File: config.mk
export PLATFORM = sky130hd
export DESIGN_NAME = vzs_ctrl
export DESIGN_NICKNAME = d
export VERILOG_FILES = /design/src/vzs_pkg.sv /design/src/vzs_ctrl.sv
export SDC_FILE = /design/constraint.sdc
export NUM_CORES = 1
export LEC_CHECK = 0
export ABC_AREA = 1
export BUFFER_PORTS_ARGS = -buffer_cell sky130_fd_sc_hd__buf_2
export CAP_MARGIN = 15
export CORE_AREA = 2 2 39 41
export DETAILED_ROUTE_END_ITERATION = 7
export DIE_AREA = 0 0 41 43
export GPL_TIMING_DRIVEN = 0
export HOLD_SLACK_MARGIN = 0.08
export SLEW_MARGIN = 0
export SYNTH_ARGS = -nofsm -noshare
export SYNTH_HDL_FRONTEND = slang
export SYNTH_SLANG_ARGS = --single-unit
File: constraint.sdc
create_clock -name clk -period 3 [get_ports clk]
set_input_delay 0.9 -clock clk [delete_from_list [all_inputs] [get_ports clk]]
set_output_delay 0.9 -clock clk [all_outputs]
set_load 0.02 [all_outputs]
File: src/vzs_pkg.sv
package vzs_pkg;

  // operation codes
  localparam logic [2:0] OP_START = 3'd0;
  localparam logic [2:0] OP_STOP  = 3'd1;
  localparam logic [2:0] OP_TICK  = 3'd2;
  localparam logic [2:0] OP_SHUT  = 3'd3;
  localparam logic [2:0] OP_QUERY = 3'd4;

  // configuration register indexes
  localparam logic CFG_RELEASE_SECONDS = 1'b0;
  localparam logic CFG_RELIEF_ZONE     = 1'b1;

  localparam int NUM_ZONES_DEF = 4;
  localparam int MAX_ZONES     = 16;
  localparam int OP_W          = 3;
  localparam int ZONE_W        = 4;
  localparam int DUR_W         = 16;
  localparam int ELAPSED_W     = 8;
  localparam int MASK_W        = 16;
  localparam int CFG_IDX_W     = 1;
  localparam int CFG_DATA_W    = 8;
  localparam int RT_W          = 9;

  localparam logic [CFG_DATA_W-1:0] RELEASE_RESET = 8'd20;

  // controller to datapath commands
  typedef struct packed {
    logic load;
    logic step;
    logic finish;
  } vzs_cmd_t;

endpackage

File: src/vzs_ctrl.sv
module vzs_ctrl import vzs_pkg::*; #(
  parameter int NUM_ZONES = NUM_ZONES_DEF,
  parameter int ZW        = 2
) (
  input  logic          clk,
  input  logic          rst_n,
  input  logic          in_valid,
  output logic          in_ready,
  output logic          out_valid,
  input  logic          out_ready,
  output vzs_cmd_t      cmd,
  output logic [ZW-1:0] zone
);

  localparam logic [1:0] ST_IDLE = 2'd0;
  localparam logic [1:0] ST_WALK = 2'd1;
  localparam logic [1:0] ST_FIN  = 2'd2;

  logic [1:0]    state_r, state_nxt;
  logic [ZW-1:0] cnt_r, cnt_nxt;
  logic          out_valid_r, out_valid_nxt;
  logic          last_zone;
  logic          out_free;

  assign last_zone = (cnt_r == ZW'(NUM_ZONES - 1));
  assign out_free  = !out_valid_r || out_ready;

  always_comb begin
    state_nxt     = state_r;
    cnt_nxt       = cnt_r;
    out_valid_nxt = out_valid_r && !out_ready;
    cmd           = '0;
    in_ready      = 1'b0;
    unique case (state_r)
      ST_IDLE: begin
        in_ready = 1'b1;
        if (in_valid) begin
          cmd.load  = 1'b1;
          cnt_nxt   = '0;
          state_nxt = ST_WALK;
        end
      end
      ST_WALK: begin
        cmd.step = 1'b1;
        if (last_zone) begin
          state_nxt = ST_FIN;
        end else begin
          cnt_nxt = cnt_r + 1'b1;
        end
      end
      ST_FIN: begin
        if (out_free) begin
          cmd.finish    = 1'b1;
          out_valid_nxt = 1'b1;
          state_nxt     = ST_IDLE;
        end
      end
      default: begin
        state_nxt = ST_IDLE;
      end
    endcase
  end

  always_ff @(posedge clk) begin
    if (!rst_n) begin
      state_r     <= ST_IDLE;
      cnt_r       <= '0;
      out_valid_r <= 1'b0;
    end else begin
      state_r     <= state_nxt;
      cnt_r       <= cnt_nxt;
      out_valid_r <= out_valid_nxt;
    end
  end

  assign zone      = cnt_r;
  assign out_valid = out_valid_r;

endmodule

-- Word level (Yosys, flattened, before mapping)
Cells that the tools add are included.
- add/subtract/negate cells: 1
- equality and inequality tests: 7
- multiplexer cells: 15
- reductions and logical operators: 8
- operators by type and width (kind ; number):
    $mux W2 ; 5
    $mux W1 ; 8
    $ne A2 B2 Y1 const B ; 4
    $pmux W2 S3 ; 1
    $reduce_and A3 Y1 ; 2
    $eq A2 B2 Y1 const B ; 2
    $pmux W2 S2 ; 1
    $add A2 B1 Y2 const B ; 1
    $eq A2 B1 Y1 const B ; 1
    $logic_not A1 Y1 ; 2
    $logic_not A2 Y1 ; 1
    $reduce_bool A2 Y1 ; 1
    $logic_and A1 B1 Y1 ; 1
    $logic_or A1 B1 Y1 ; 1
- flip-flop bits (word level): 5
- input bits: 4
- output and inout bits: 7
- word-level logic and storage cells: 34

-- Longest topological paths before layout
- depth after elaboration: 4
- mapped depth: 6

-- Least setup slack after synthesis
Ideal clock, no wire load.
- kind: input to output
- start point: input out_ready
- end point: output cmd[0] in the netlist's numbering
- arrival time: 1.403 ns
- slack: 0.697 ns
- stages on the path: 2
- buffers on the path: 0
- cell sequence: nor2_1 nor3_1
- RTL lines (what ; line ; source):
    from (decl) ; vzs_ctrl.sv:10 ; input logic out_ready,
    to (decl) ; vzs_ctrl.sv:11 ; output vzs_cmd_t cmd,

==> impl_results.md <==
- Status: finished, final reports clean
- H-Tree Depth: 1
- WP buf/inv: 2
- Max Cap Viol: 0
- VDD IR max: 0.242 mV
- DP Worst Slack: 0.713 ns
- Fin cells: 70
- Crit path max-delay cell type: nor2_1
- CP Capture Type: output pin
- Area Growth Syn to Fin: 34.4%
- Cell family with most CP delay: buffers and inverters
- Total of warnings raised by yosys: 0
- CP Cell Sequence: buf_2 > nor2_1 > nor3_1 > buf_2
- Via/cell ratio: 3.97
- Nets: 60
- Crit path max fanout: 3
- GR Overflow Total: 0
- Vias in the first global route: 222
- Max-slew headroom: 0.824
- TritonCTS buffer count: 3
- Die Y: 43 um
- CTS tree: done
- Fin. max-slew vios: 0
- Largest net degree at the start of global routing: 8
- Tmin final: 2.28 ns
- Area contributors post-synth: dfxtp_1, inv_1, nor2_1, nand3_1, nand2_1
- Crit path kind: in -> out
- Clk_lat worst skew: 0.25 ns
- Drt total wl: 534 um
- # hold bufs at CTS: 0
- Ant. Diodes: 0
- Period utilization: 0.761
- Post-Syn Instances: 40
- Num ports: 11
- Rows: 14
- CP Launch Type: input pin
- Routed length per placed instance: 7.63 um
- Detailed placement HPWL: 434 um
- Register bit total from synthesis: 5
- First-pass GRT wire length: 869 um
- Unrepaired setup endpoints after global routing: no
- Setup ws final: 0.718 ns
- Ratio of cells with drive above 1 in the final layout: 0.370
- Syn_nets: 45
- Post-route ant nets: 0
- Pwr dens: 513 nW/um2
- Initial antenna violation count: 0
- Crit path arrival time: 1.38 ns
- Initial Util: 0.203
- Max stage delay on crit path: 0.16 ns
- DRC viols: 0
- Commonest non-fill, non-tap cell in the layout: buf_2
- Die W: 41 um
- Hold Crit Class: reg -> reg
- Mean Syn Cell Area: 7.01 um2
- Area of the die: 1760 um2
- Gpl congestion: 0.813
- # placed instances: 66
- PortBufs: 10
- Clock Tree Buf Depth: 2
- Cell mode on critical path: buf_2
- DR vias: 278
- Worst Tran Pin Value: 0.264 ns
- Area leader, netlist: dfxtp_1
- Clock slew at reported path FFs: 0.04 ns
- LEAKAGE: 0.198 nW
- Core Area: 1380 um2
- Fmax: 0.438 GHz
- Post-CTS setup repair buffer count: 0
- Post-route setup TNS: 0 ns
- Post_cts resized: 0
- CP Data Required Time: 2.10 ns
- Post-synthesis sequential area ratio: 0.357
- Synth cell types: 15
- Syn Std Cell Area: 280 um2
- Final Hold Fails: 0
- Root Driver: clkbuf_4
- Total GRT Usage: 0.0765
- Pre-Repair DR Iteration Count: 2
- Clk sinks: 5
- Share of the synthesized area in the top cell type: 0.357
- Number of DRC markers in iteration 0: 2
- Final setup violation count: 0
- Clock Skews: 0.00373 ns
- Commonest non-fill, non-tap cells in the layout: buf_2, inv_1, nor2_1
power by group:
| group | switching, mW | internal [mW] | total (mW) |
|---|---|---|---|
| Clock | 0.0295 | 0.0504 | 0.0799 |
| Combinational | 0.0231 | 0.0151 | 0.0383 |
| Sequential | 0.00464 | 0.0704 | 0.0750 |
| Total | 0.0572 | 0.136 | 0.193 |
worst paths after layout:
check / startpoint / to / slack, ns / cells past startpoint
max: out_ready / cmd[0] / 0.72 / 4
max reg2reg: zone[0] / zone[1] / 1.95 / 5
min reg2reg: zone[1] / zone[1] / 0.51 / 2
min: zone[1] / zone[1] / 0.51 / 2
layer usage:
| layer | global-route usage | routed length, um | share of wire | vias up |
|---|---|---|---|---|
| met5 | 0 | 0 | 0 | - |
| met3 | 0.0628 | 49 | 0.092 | 3 |
| met4 | 0.0400 | 10 | 0.019 | 0 |
| met1 | 0.0942 | 258 | 0.48 | 113 |
| li1 | - | - | - | 151 |
| met2 | 0.0906 | 215 | 0.40 | 11 |
kinds of logic (layout without fill, tap and decap cells):
kind of cell	Yosys count	in the layout	share of synthesized area
AOI/OAI and AO/OA	4	4	0.0804
adders and majority gates	1	1	0.0446
buffers and inverters	9	23	0.134
DFF	5	5	0.357
and+or+nand+nor	21	21	0.384
flip-flops by register name, summed over array words and instances (netlist names):
name / count
state_r: 2
out_valid: 1
zone: 2
cell type report:
class	count	area, um2
inverter	8	30.0
timing repair buffer	10	50.0
sequential	5	100
tap	16	20.0
fill	154	1010
buffer	1	7.51
multi-input combinational	26	143
clock buffer	4	26.3
synth_stat cells:
| library cell | number |
|---|---|
| inv_1 | 7 |
| nor2_1 | 6 |
| dfxtp_1 | 5 |
| nand2_1 | 5 |
| nand3_1 | 4 |
| a21oi_1 | 3 |
| nand2_2 | 2 |
| buf_4 | 1 |
| ha_1 | 1 |
| inv_2 | 1 |
| nand2_4 | 1 |
| nor2_2 | 1 |
| nor2_4 | 1 |
| nor3_1 | 1 |
| o21a_1 | 1 |
per-stage QoR:
stage | util | cell area (um2) | hold WS [ns] | total power, mW
after floorplan | - | 280 | 0.572 | 0.103
after global placement | 0.253 | 350 | 0.499 | 0.114
after detailed placement | 0.253 | 350 | 0.501 | 0.115
after CTS | 0.272 | 377 | 0.508 | 0.196
after global routing | 0.272 | 377 | 0.534 | 0.208
final | 0.272 | 377 | 0.506 | 0.193
tightest hold or removal path: cells and delay by family, from the launching register on:
| family | cells | cell delay [ns] |
|---|---|---|
| DFF | 1 | 0.31 |
| and+or+nand+nor | 2 | 0.15 |
No activity file was read; power rests on OpenSTA's default activity.
