**src/vzs_pkg.sv**
```systemverilog
package vzs_pkg;

  // operation codes
  localparam logic [2:0] OP_START = 3'd0;
  localparam logic [2:0] OP_STOP  = 3'd1;
  localparam logic [2:0] OP_TICK  = 3'd2;
  localparam logic [2:0] OP_SHUT  = 3'd3;
  localparam logic [2:0] OP_QUERY = 3'd4;

  // configuration register indexes
  localparam logic CFG_RELEASE_SECONDS = 1'b0;
  localparam logic CFG_RELIEF_ZONE     = 1'b1;

  localparam int NUM_ZONES_DEF = 4;
  localparam int MAX_ZONES     = 16;
  localparam int OP_W          = 3;
  localparam int ZONE_W        = 4;
  localparam int DUR_W         = 16;
  localparam int ELAPSED_W     = 8;
  localparam int MASK_W        = 16;
  localparam int CFG_IDX_W     = 1;
  localparam int CFG_DATA_W    = 8;
  localparam int RT_W          = 9;

  localparam logic [CFG_DATA_W-1:0] RELEASE_RESET = 8'd20;

  // controller to datapath commands
  typedef struct packed {
    logic load;
    logic step;
    logic finish;
  } vzs_cmd_t;

endpackage

```
**src/vzs_datapath.sv**
```systemverilog
module vzs_datapath import vzs_pkg::*; #(
  parameter int NUM_ZONES = NUM_ZONES_DEF,
  parameter int ZW        = 2
) (
  input  logic                  clk,
  input  logic                  rst_n,
  input  vzs_cmd_t              cmd,
  input  logic [ZW-1:0]         zone,
  input  logic [OP_W-1:0]       in_op,
  input  logic [ZONE_W-1:0]     in_zone_index,
  input  logic [DUR_W-1:0]      in_duration,
  input  logic [ELAPSED_W-1:0]  in_elapsed,
  input  logic                  cfg_we,
  input  logic [CFG_IDX_W-1:0]  cfg_index,
  input  logic [CFG_DATA_W-1:0] cfg_data,
  output logic                  out_status,
  output logic [MASK_W-1:0]     out_valve_mask,
  output logic                  out_master_open,
  output logic [DUR_W-1:0]      out_zone_remaining,
  output logic [MASK_W-1:0]     out_forced_off_mask,
  output logic                  out_release_active
);

  // configuration
  logic [CFG_DATA_W-1:0] release_seconds_r;
  logic [ZONE_W-1:0]     relief_zone_r;

  // zone state
  logic [DUR_W-1:0]     rem_r [NUM_ZONES];
  logic [DUR_W-1:0]     rem_nxt [NUM_ZONES];
  logic [NUM_ZONES-1:0] open_r, open_nxt;
  logic                 master_r, master_nxt;
  logic signed [RT_W-1:0] rt_r, rt_nxt;

  // item being worked on
  logic [OP_W-1:0]      op_r;
  logic [ZONE_W-1:0]    zi_r;
  logic [DUR_W-1:0]     dur_r;
  logic [ELAPSED_W-1:0] el_r;

  // per-item scratch
  logic                 any_run_r, any_run_nxt;
  logic [NUM_ZONES-1:0] forced_r, forced_nxt;
  logic [DUR_W-1:0]     zrem_r, zrem_nxt;

  // result registers
  logic              status_r, status_nxt;
  logic [MASK_W-1:0] mask_r, mask_nxt;
  logic              master_out_r, master_out_nxt;
  logic [DUR_W-1:0]  zrem_out_r, zrem_out_nxt;
  logic [MASK_W-1:0] forced_out_r, forced_out_nxt;
  logic              rel_act_r, rel_act_nxt;

  logic signed [RT_W:0]   rt_wide;
  logic signed [RT_W-1:0] rt_dec;
  logic [DUR_W-1:0]       rem_cur, rem_new, el_ext;
  logic                   known, zone_match, relief_known, addr_op;

  assign rt_wide = $signed({rt_r[RT_W-1], rt_r}) - $signed({2'b00, in_elapsed});
  assign rt_dec  = (rt_wide < -(RT_W+1)'(1)) ? -RT_W'(1) : rt_wide[RT_W-1:0];

  assign rem_cur      = rem_r[zone];
  assign el_ext       = DUR_W'(el_r);
  assign known        = ({1'b0, zi_r} < (ZONE_W+1)'(NUM_ZONES));
  assign zone_match   = (zi_r == ZONE_W'(zone));
  assign relief_known = ({1'b0, relief_zone_r} < (ZONE_W+1)'(NUM_ZONES));
  assign addr_op      = (op_r == OP_START) || (op_r == OP_STOP) || (op_r == OP_QUERY);

  always_comb begin
    rem_nxt        = rem_r;
    open_nxt       = open_r;
    master_nxt     = master_r;
    rt_nxt         = rt_r;
    any_run_nxt    = any_run_r;
    forced_nxt     = forced_r;
    zrem_nxt       = zrem_r;
    status_nxt     = status_r;
    mask_nxt       = mask_r;
    master_out_nxt = master_out_r;
    zrem_out_nxt   = zrem_out_r;
    forced_out_nxt = forced_out_r;
    rel_act_nxt    = rel_act_r;
    rem_new        = rem_cur;

    if (cmd.load) begin
      any_run_nxt = 1'b0;
      forced_nxt  = '0;
      zrem_nxt    = '0;
      if (in_op == OP_TICK) begin
        rt_nxt = rt_dec;
      end
    end

    // one zone per cycle
    if (cmd.step) begin
      case (op_r)
        OP_START: begin
          if (known) begin
            if (zone_match) begin
              rem_new = dur_r;
            end else if (rem_cur != '0) begin
              rem_new          = '0;
              forced_nxt[zone] = 1'b1;
            end
          end
        end
        OP_STOP: begin
          if (known && zone_match) begin
            rem_new = '0;
          end
        end
        OP_TICK: begin
          rem_new = (rem_cur > el_ext) ? rem_cur - el_ext : '0;
          if (rem_new != '0) begin
            open_nxt[zone] = 1'b1;
            any_run_nxt    = 1'b1;
          end else if (rt_r[RT_W-1] || (relief_zone_r != ZONE_W'(zone))) begin
            open_nxt[zone] = 1'b0;
          end
        end
        OP_SHUT: begin
          open_nxt[zone] = 1'b0;
        end
        default: begin
        end
      endcase
      rem_nxt[zone] = rem_new;
      if (zone_match) begin
        zrem_nxt = rem_new;
      end
    end

    if (cmd.finish) begin
      if (op_r == OP_TICK) begin
        if (any_run_r) begin
          master_nxt = 1'b1;
          rt_nxt     = '0;
        end else if (master_r) begin
          master_nxt = 1'b0;
          rt_nxt     = $signed({1'b0, release_seconds_r});
          for (int i = 0; i < NUM_ZONES; i++) begin
            if (relief_known && (relief_zone_r == ZONE_W'(i))) begin
              open_nxt[i] = 1'b1;
            end
          end
        end
      end else if (op_r == OP_SHUT) begin
        master_nxt = 1'b0;
      end
      status_nxt     = addr_op && !known;
      mask_nxt       = MASK_W'(open_nxt);
      master_out_nxt = master_nxt;
      zrem_out_nxt   = zrem_r;
      forced_out_nxt = MASK_W'(forced_r);
      rel_act_nxt    = !rt_nxt[RT_W-1];
    end
  end

  always_ff @(posedge clk) begin
    if (!rst_n) begin
      release_seconds_r <= RELEASE_RESET;
      relief_zone_r     <= '0;
      for (int i = 0; i < NUM_ZONES; i++) begin
        rem_r[i] <= '0;
      end
      open_r   <= '0;
      master_r <= 1'b0;
      rt_r     <= -RT_W'(1);
    end else begin
      if (cfg_we) begin
        unique case (cfg_index)
          CFG_RELEASE_SECONDS: release_seconds_r <= cfg_data;
          CFG_RELIEF_ZONE:     relief_zone_r     <= cfg_data[ZONE_W-1:0];
          default: begin
          end
        endcase
      end
      rem_r    <= rem_nxt;
      open_r   <= open_nxt;
      master_r <= master_nxt;
      rt_r     <= rt_nxt;
    end
  end

  always_ff @(posedge clk) begin
    if (cmd.load) begin
      op_r  <= in_op;
      zi_r  <= in_zone_index;
      dur_r <= in_duration;
      el_r  <= in_elapsed;
    end
    any_run_r    <= any_run_nxt;
    forced_r     <= forced_nxt;
    zrem_r       <= zrem_nxt;
    status_r     <= status_nxt;
    mask_r       <= mask_nxt;
    master_out_r <= master_out_nxt;
    zrem_out_r   <= zrem_out_nxt;
    forced_out_r <= forced_out_nxt;
    rel_act_r    <= rel_act_nxt;
  end

  assign out_status          = status_r;
  assign out_valve_mask      = mask_r;
  assign out_master_open     = master_out_r;
  assign out_zone_remaining  = zrem_out_r;
  assign out_forced_off_mask = forced_out_r;
  assign out_release_active  = rel_act_r;

endmodule

```
**config.mk**
```make
export PLATFORM = sky130hd
export DESIGN_NAME = vzs_datapath
export DESIGN_NICKNAME = d
export VERILOG_FILES = /design/src/vzs_pkg.sv /design/src/vzs_datapath.sv
export SDC_FILE = /design/constraint.sdc
export NUM_CORES = 1
export LEC_CHECK = 0
export BUFFER_PORTS_ARGS = -buffer_cell sky130_fd_sc_hd__buf_2
export CAP_MARGIN = 20
export CORE_ASPECT_RATIO = 0.6
export CORE_MARGIN = 2
export CORE_UTILIZATION = 62
export CTS_CLUSTER_SIZE = 20
export DETAILED_ROUTE_END_ITERATION = 8
export GPL_TIMING_DRIVEN = 0
export PLACE_DENSITY = 0.85
export SLEW_MARGIN = 20
export SYNTH_ARGS = -nofsm -noshare
export SYNTH_HDL_FRONTEND = slang
export SYNTH_SLANG_ARGS = --single-unit
```
**constraint.sdc**
```tcl
create_clock -name clk -period 11.9 [get_ports clk]
set_input_delay 1.19 -clock clk [delete_from_list [all_inputs] [get_ports clk]]
set_output_delay 1.19 -clock clk [all_outputs]
set_load 0.01 [all_outputs]
```
**Word level (Yosys, flattened, before mapping)**

Index checks and enable logic that the tools add are counted.

- Add/sub/neg operators: 2
- Multipliers: 0
- Div/mod/pow operators: 0
- Order comparisons: 8
- Equality and inequality tests: 10
- Shift operators: 0
- Muxes and demuxes: 51
- Bitwise operators: 6
- Reductions and logical operators: 19

Operator list:

| operator | number |
|---|---|
| $mux W16 | 12 |
| $mux W9 | 8 |
| $bwmux W64 | 1 |
| $mux W4 | 13 |
| $pmux W16 S3 | 1 |
| $bmux W16 S2 | 1 |
| $demux W16 S2 | 1 |
| $reduce_bool A16 Y1 | 2 |
| $gt A16 B8 Y1 | 1 |
| $sub A16 B8 Y16 | 1 |
| $mux W1 | 12 |
| $lt A10 B1 Y1 const B | 1 |
| $sub A9 B9 Y10 | 1 |
| $eq A3 B2 Y1 const B | 3 |
| $eq A4 B2 Y1 const B | 2 |
| $logic_and A1 B1 Y1 | 8 |
| $lt A4 B3 Y1 const B | 2 |
| $or A4 B4 Y4 | 2 |
| $pmux W4 S2 | 1 |
| $and A4 B4 Y4 | 1 |
| $eq A4 B1 Y1 const B | 1 |
| $eq A4 B2 Y1 | 1 |
| $logic_not A4 Y1 | 1 |
| $ne A4 B2 Y1 | 1 |
| 14 further kinds | 18 |

- Bits in registers: 169
- Latch bits: 0
- Bits in writable memories: 0
- ROM bits: 0
- Output and inout bits: 51
- Memories: 0

**Longest topological paths before layout**

- Depth in word-level cells: 15
- Depth in mapped cells: 15

**Least setup slack after synthesis**

No wires, ideal clock.

- Kind: in2reg
- Start: in zone[1]
- End: reg rem_r[28] (netlist name)
- Arrival time: 4.578 ns
- Data required time: 11.758 ns
- Path slack: 7.179 ns
- Cell stages on the path: 15
- Path buffers: 3
- Path through: buf_2 buf_2 buf_1 mux4_2 inv_1 ha_1 fa_1 and4b_1 a2111oi_1 o21ai_0 nor3_1 mux2i_1 nor2_1 a221oi_1 a211oi_1

- Longest elaborated chain between the ends: 11

Ends and longest elaborated chain:

| what | RTL line | RTL |
|---|---|---|
| start: declaration | vzs_datapath.sv:8 | `input logic [ZW-1:0] zone,` |
| parallel branches: the longest is 10 deep, another holds $sub A16 B8 Y16 | -- |  |
| $bwmux W64 * | vzs_datapath.sv:127 | `rem_nxt[zone] = rem_new;` |
| end signal: assignment | vzs_datapath.sv:178 | `rem_r <= rem_nxt;` |
| end: declaration | vzs_datapath.sv:29 | `logic [DUR_W-1:0] rem_r [NUM_ZONES];` |

Every way passes the cells marked *. The select of a mux whose other input is x is not followed.
A chain may end at the register's enable or synchronous reset.

**Worst setup path after layout**

- Start: in zone[1]
- End: reg mask_r[3] (netlist: out_valve_mask[3]) (data pin)

- Longest elaborated chain between the ends: 14

Ends and longest elaborated chain:

| what | RTL line | RTL |
|---|---|---|
| $not A2 Y3 (implied by the code), or another cell as far along | vzs_datapath.sv:62 | `assign rem_cur = rem_r[zone];` |
| $bmux W16 S2 / $logic_and A1 B1 Y1 (equally long branches) | -- |  |
| $mux W16 (implied by the code) / $mux W1 (equally long branches) | -- |  |
| $mux W16 (implied by the code) / $demux W1 S2 (equally long branches) | -- |  |
| $sub A16 B8 Y16, or another cell as far along | vzs_datapath.sv:113 | `rem_new = (rem_cur > el_ext) ? rem_cur - el_ext : '0;` |
| $mux W16 / $and A4 B4 Y4 (equally long branches) | -- |  |
| $reduce_bool A16 Y1 / $mux W4 (equally long branches) | vzs_datapath.sv:114, vzs_datapath.sv:117 |  |
| $mux W4 | vzs_datapath.sv:114 | `if (rem_new != '0) begin` |
| $pmux W4 S2 * | vzs_datapath.sv:96 | `case (op_r)` |
| $mux W4 * | vzs_datapath.sv:95 | `if (cmd.step) begin` |
| $mux W1 | vzs_datapath.sv:142 | `if (relief_known && (relief_zone_r == ZONE_W'(i))) begin` |
| $mux W4 | vzs_datapath.sv:138 | `end else if (master_r) begin` |
| $mux W4 | vzs_datapath.sv:135 | `if (any_run_r) begin` |
| $mux W4 * | vzs_datapath.sv:134 | `if (op_r == OP_TICK) begin` |
| end signal: assignment | vzs_datapath.sv:196 | `mask_r <= mask_nxt;` |
| end: declaration | vzs_datapath.sv:48 | `logic [MASK_W-1:0] mask_r, mask_nxt;` |

Mark *: on every way between the ends. The rest lies on a longest branch, timed or not. The select of a mux whose other input is x is not followed.

==> impl_metrics.csv <==
group,metric,value,unit
layout,fin_nets,961,
routing,drcViolationCount,0,
clock_tree,cts_sinks,169,
clock_tree,cts_root_buffer,"sky130_fd_sc_hd__clkbuf_16",
sta,final_hold_violations,0,
sta,rsz0062_at_grt,"false",
global_route,grt_max_degree,34,
logic_synthesis,synth-edff-count,58,
worst_setup_path,ff2ff_path_depth,12,
sta,worstMarginPinSlew,1.047,ns
floorplanning,dieHeight,91.01,microns
worst_setup_path,worstSetupEndpointType,"flop",
routing,num_vias,6973,
pwr,p_leak,3.596,nW
sta,timing.final.ws_setup,5.983,ns
floorplanning,design.die.area,13560,sq um
floorplanning,dieWidth,149.0,microns
worst_setup_path,crit_type,"in -> reg",
worst_setup_path,crit-reg2reg-capture,"out_valve_mask[3]",
logic_synthesis,yosys-mux-area-fraction,5.230,%
sta,fin_tns_setup,0,ns
clock_tree,clk-insertion-delay-late,0.43,ns
min_path,whs_endpoint,"out_zone_remaining[4]",
pwr,peakVddDrop,0.1227,mV
routing,route.detailed.wl_per_inst,21.57,microns
placed_design,pre_cts_ws,5.958,ns
floorplanning,ioPinCount,99,
placed_design,dp_hpwl,16.72,mm
floorplanning,rows,31,
logic_synthesis,syn-instance-count,780,
logic_synthesis,synthTopCellsByArea,"sky130_fd_sc_hd__dfxtp_1, sky130_fd_sc_hd__edfxtp_1, sky130_fd_sc_hd__a211oi_1, sky130_fd_sc_hd__nor2_1, sky130_fd_sc_hd__o21ai_0",
worst_setup_path,arrival,6.08,ns
worst_setup_path,setup.worst_path.start_class,"primary input",
clock_tree,numCtsBuffers,17,
outcome,outcome,"finished, final reports clean",
worst_setup_path,worst_setup_path_startpoint,"zone[1]",
clock_tree,max-clock-path-buffers,2,
logic_synthesis,mappedNetlistArea,7823,sq um
logic_synthesis,ys_types,70,
floorplanning,core-area,12180,sq um
sta,timing.max_slew.rel_slack,30.18,%
sta,period_share,49.72,%
logic_synthesis,post_synth_xor_area_fraction,1.679,%
clock_tree,worst_setup_hold_path_clk_slew,0.07,ns
routing,route.final.wire_length,23.10,mm
routing,postRouteAntennaNets,0,
global_route,vias_in_the_first_global_route,6576,
clock_tree,h_tree_depth_reported_by_cts,4,
logic_synthesis,yosys_register_bits,169,
worst_setup_path,worstReg2RegStart,"rem_r[0]",
routing,detail_route.iter0.violations,870,
global_route,grt_antenna_before_repair,0,
global_route,globalRoute.busiestLayer,"met2",
worst_setup_path,critical_path_peak_fanout,10,
sta,maxClockFrequency,0.1690,GHz
layout,final_area,9101,sq um
pwr,power_density,156.2,nW/um^2
layout,fill_cells,865,
logic_synthesis,synth_compound_area_share,19.15,%
sta,maxSlewViolCount,0,
logic_synthesis,syn-mean-instance-area,10.03,sq um
logic_synthesis,asyncSetResetFlopFracSynth,0,%
logic_synthesis,yosysSeqAreaShare,50.67,%
layout,layout_commonest_cell,"sky130_fd_sc_hd__dfxtp_1",
global_route,met3_track_utilization_from_global_routing,10.65,%
worst_setup_path,worstPathRequired,12.06,ns
logic_synthesis,synth_simple_gate_area_share,13.42,%
floorplanning,initial_utilization,64.23,%
layout,layout.cells.most_common_list,"sky130_fd_sc_hd__dfxtp_1, sky130_fd_sc_hd__nor2_1, sky130_fd_sc_hd__buf_2",
placed_design,routabilityCongestion,0.9753,
logic_synthesis,synth_top_flop_cell,"sky130_fd_sc_hd__dfxtp_1",
layout,final_layout_size_suffix_gt1_share,16.89,%
sta,report.final.setup_viol,0,
placed_design,instance_area_after_placement,8479,sq um
clock_tree,post-cts-setup-buffer-count,0,
clock_tree,postCtsHoldBufs,0,
min_path,timing.hold.worst_path_depth,0,
min_path,hold_path_startpoint,"zrem_r[4]",
global_route,groute.layer.met1.usage,49.37,%
clock_tree,post_cts.resized_instances,0,
routing,firstDrtPassIters,9,
worst_setup_path,worst-r2r-setup-slack,7.39,ns
placed_design,placement.io_buffers,70,
layout,flow.area_growth_from_synthesis,16.35,%
logic_synthesis,synth_top_area_share,28.41,%
global_route,grt_util_all_layers,34.55,%
sta,final_period_minus_worst_setup_slack,5.917,ns
logic_synthesis,synth.largest_area_cell,"sky130_fd_sc_hd__dfxtp_1",
run,maxCapViolCount,0,
global_route,grt_first_pass_wirelength,35.60,mm
global_route,grt_remaining_overflow,0,
min_path,min_path_type,"reg -> reg",
logic_synthesis,main_combinational_cell_family_by_area_after_synthesis,"compound AO/OA/AOI/OAI gates",
sta,clock_tree_skew_after_final_layout,0.02130,ns
routing,vias_per_cell,6.511,
clock_tree,cts_tree,"built",
global_route,grtUsageMet2,50.84,%
logic_synthesis,synthAdderAreaFrac,3.391,%
layout,n_antenna_cell,0,
logic_synthesis,yosysWarningCount,0,
-- report_power, final --
group	switching [mW]	internal, mW	total (mW)
clock network	0.247	0.343	0.590
registers	0.0148	0.625	0.640
logic	0.123	0.0692	0.192
-- worst max path at each step --
stage / endpoint / cells after the start
after detailed placement: out_valve_mask[3] / 15
final: out_valve_mask[3] / 15
after floorplan: rem_r[28] / 15
after CTS: out_valve_mask[3] / 15
after global routing: out_valve_mask[3] / 15
after global placement: out_valve_mask[3] / 15
-- through the flow --
stage | power (mW) | cells | hold slack (ns) | utilization (%)
finish | 1.422 | 1071 | 0.4435 | 74.73
global route | 1.459 | 1071 | 0.4429 | 74.73
CTS | 1.410 | 1071 | 0.4353 | 74.73
detailed placement | 0.8332 | 1039 | 0.4180 | 69.62
global placement | 0.8245 | 1038 | 0.4164 | 69.51
floorplan | 0.7713 | 803 | 0.4082 | -
-- sequential cells by signal (all words and copies together), names as in the netlist --
signal	flops
out_valve_mask	4
master_r	1
open_r	4
zi_r	4
relief_zone_r	4
zrem_r	16
out_forced_off_mask	4
forced_r	4
rem_r	64
op_r	3
any_run_r	1
release_seconds_r	8
out_master_open	1
el_r	8
dur_r	16
out_zone_remaining	16
out_status	1
rt_r	9
out_release_active	1
-- critical path, cell delays in order --
cell and delay, ns:
sky130_fd_sc_hd__buf_2 0.24, sky130_fd_sc_hd__buf_2 0.38, sky130_fd_sc_hd__buf_1 0.43, sky130_fd_sc_hd__mux4_2 0.46
sky130_fd_sc_hd__inv_1 0.09, sky130_fd_sc_hd__ha_1 0.18, sky130_fd_sc_hd__fa_1 0.28, sky130_fd_sc_hd__and4b_1 0.25
sky130_fd_sc_hd__a2111oi_1 0.61, sky130_fd_sc_hd__o21ai_0 0.42, sky130_fd_sc_hd__xnor2_1 0.28, sky130_fd_sc_hd__nor4b_2 0.50
sky130_fd_sc_hd__a31oi_1 0.28, sky130_fd_sc_hd__o21ai_1 0.34, sky130_fd_sc_hd__o211ai_1 0.15
-- layout make-up --
type	instances	area (sq um)	share of cell area (%)
clock buffer	19	442.9	4.867
sequential	169	3964	43.55
buffer	66	362.8	3.987
timing repair buffer	71	357.8	3.932
inverter	37	138.9	1.526
multi-input combinational	531	3450	37.90
tap	165	206.4	2.268
clock inverter	13	178.9	1.966
-- kinds of logic after synthesis --
group | count (synthesis)
xor+xnor | 15
other cells | 1
fa+ha+maj | 20
flops | 169
compound gates | 227
buf+inv | 103
mux | 19
simple gates | 226
-- cell usage after synthesis, types with 4 or more instances --
| cell | n |
|---|---|
| sky130_fd_sc_hd__nor2b_1 | 5 |
| sky130_fd_sc_hd__and3_1 | 8 |
| sky130_fd_sc_hd__nand2b_1 | 10 |
| sky130_fd_sc_hd__a211oi_1 | 50 |
| sky130_fd_sc_hd__o21ai_1 | 7 |
| sky130_fd_sc_hd__a22o_1 | 7 |
| sky130_fd_sc_hd__a21oi_1 | 49 |
| sky130_fd_sc_hd__nor2_1 | 80 |
| sky130_fd_sc_hd__nand2_1 | 56 |
| sky130_fd_sc_hd__edfxtp_1 | 58 |
| sky130_fd_sc_hd__or2_2 | 4 |
| sky130_fd_sc_hd__a31oi_1 | 5 |
| sky130_fd_sc_hd__buf_4 | 24 |
| sky130_fd_sc_hd__dfxtp_1 | 111 |
| sky130_fd_sc_hd__nand3_1 | 34 |
| sky130_fd_sc_hd__o21ai_0 | 50 |
| sky130_fd_sc_hd__o211ai_1 | 7 |
| sky130_fd_sc_hd__xnor2_1 | 12 |
| sky130_fd_sc_hd__mux4_1 | 5 |
| sky130_fd_sc_hd__nor4_1 | 5 |
| sky130_fd_sc_hd__a21o_1 | 4 |
| sky130_fd_sc_hd__mux4_2 | 11 |
| sky130_fd_sc_hd__inv_1 | 36 |
| sky130_fd_sc_hd__ha_1 | 18 |
| sky130_fd_sc_hd__clkbuf_1 | 35 |
| sky130_fd_sc_hd__o21a_1 | 8 |
| sky130_fd_sc_hd__nor3_1 | 10 |
| sky130_fd_sc_hd__a222oi_1 | 4 |
-- per-layer routing --
layer | up-vias | routed length, microns
li1 | 3053 | -
met1 | 3320 | 9594
met2 | 538 | 9946
met3 | 62 | 3123
met4 | 0 | 440
met5 | - | 0
Note: power is estimated with default switching activity, not from simulation.
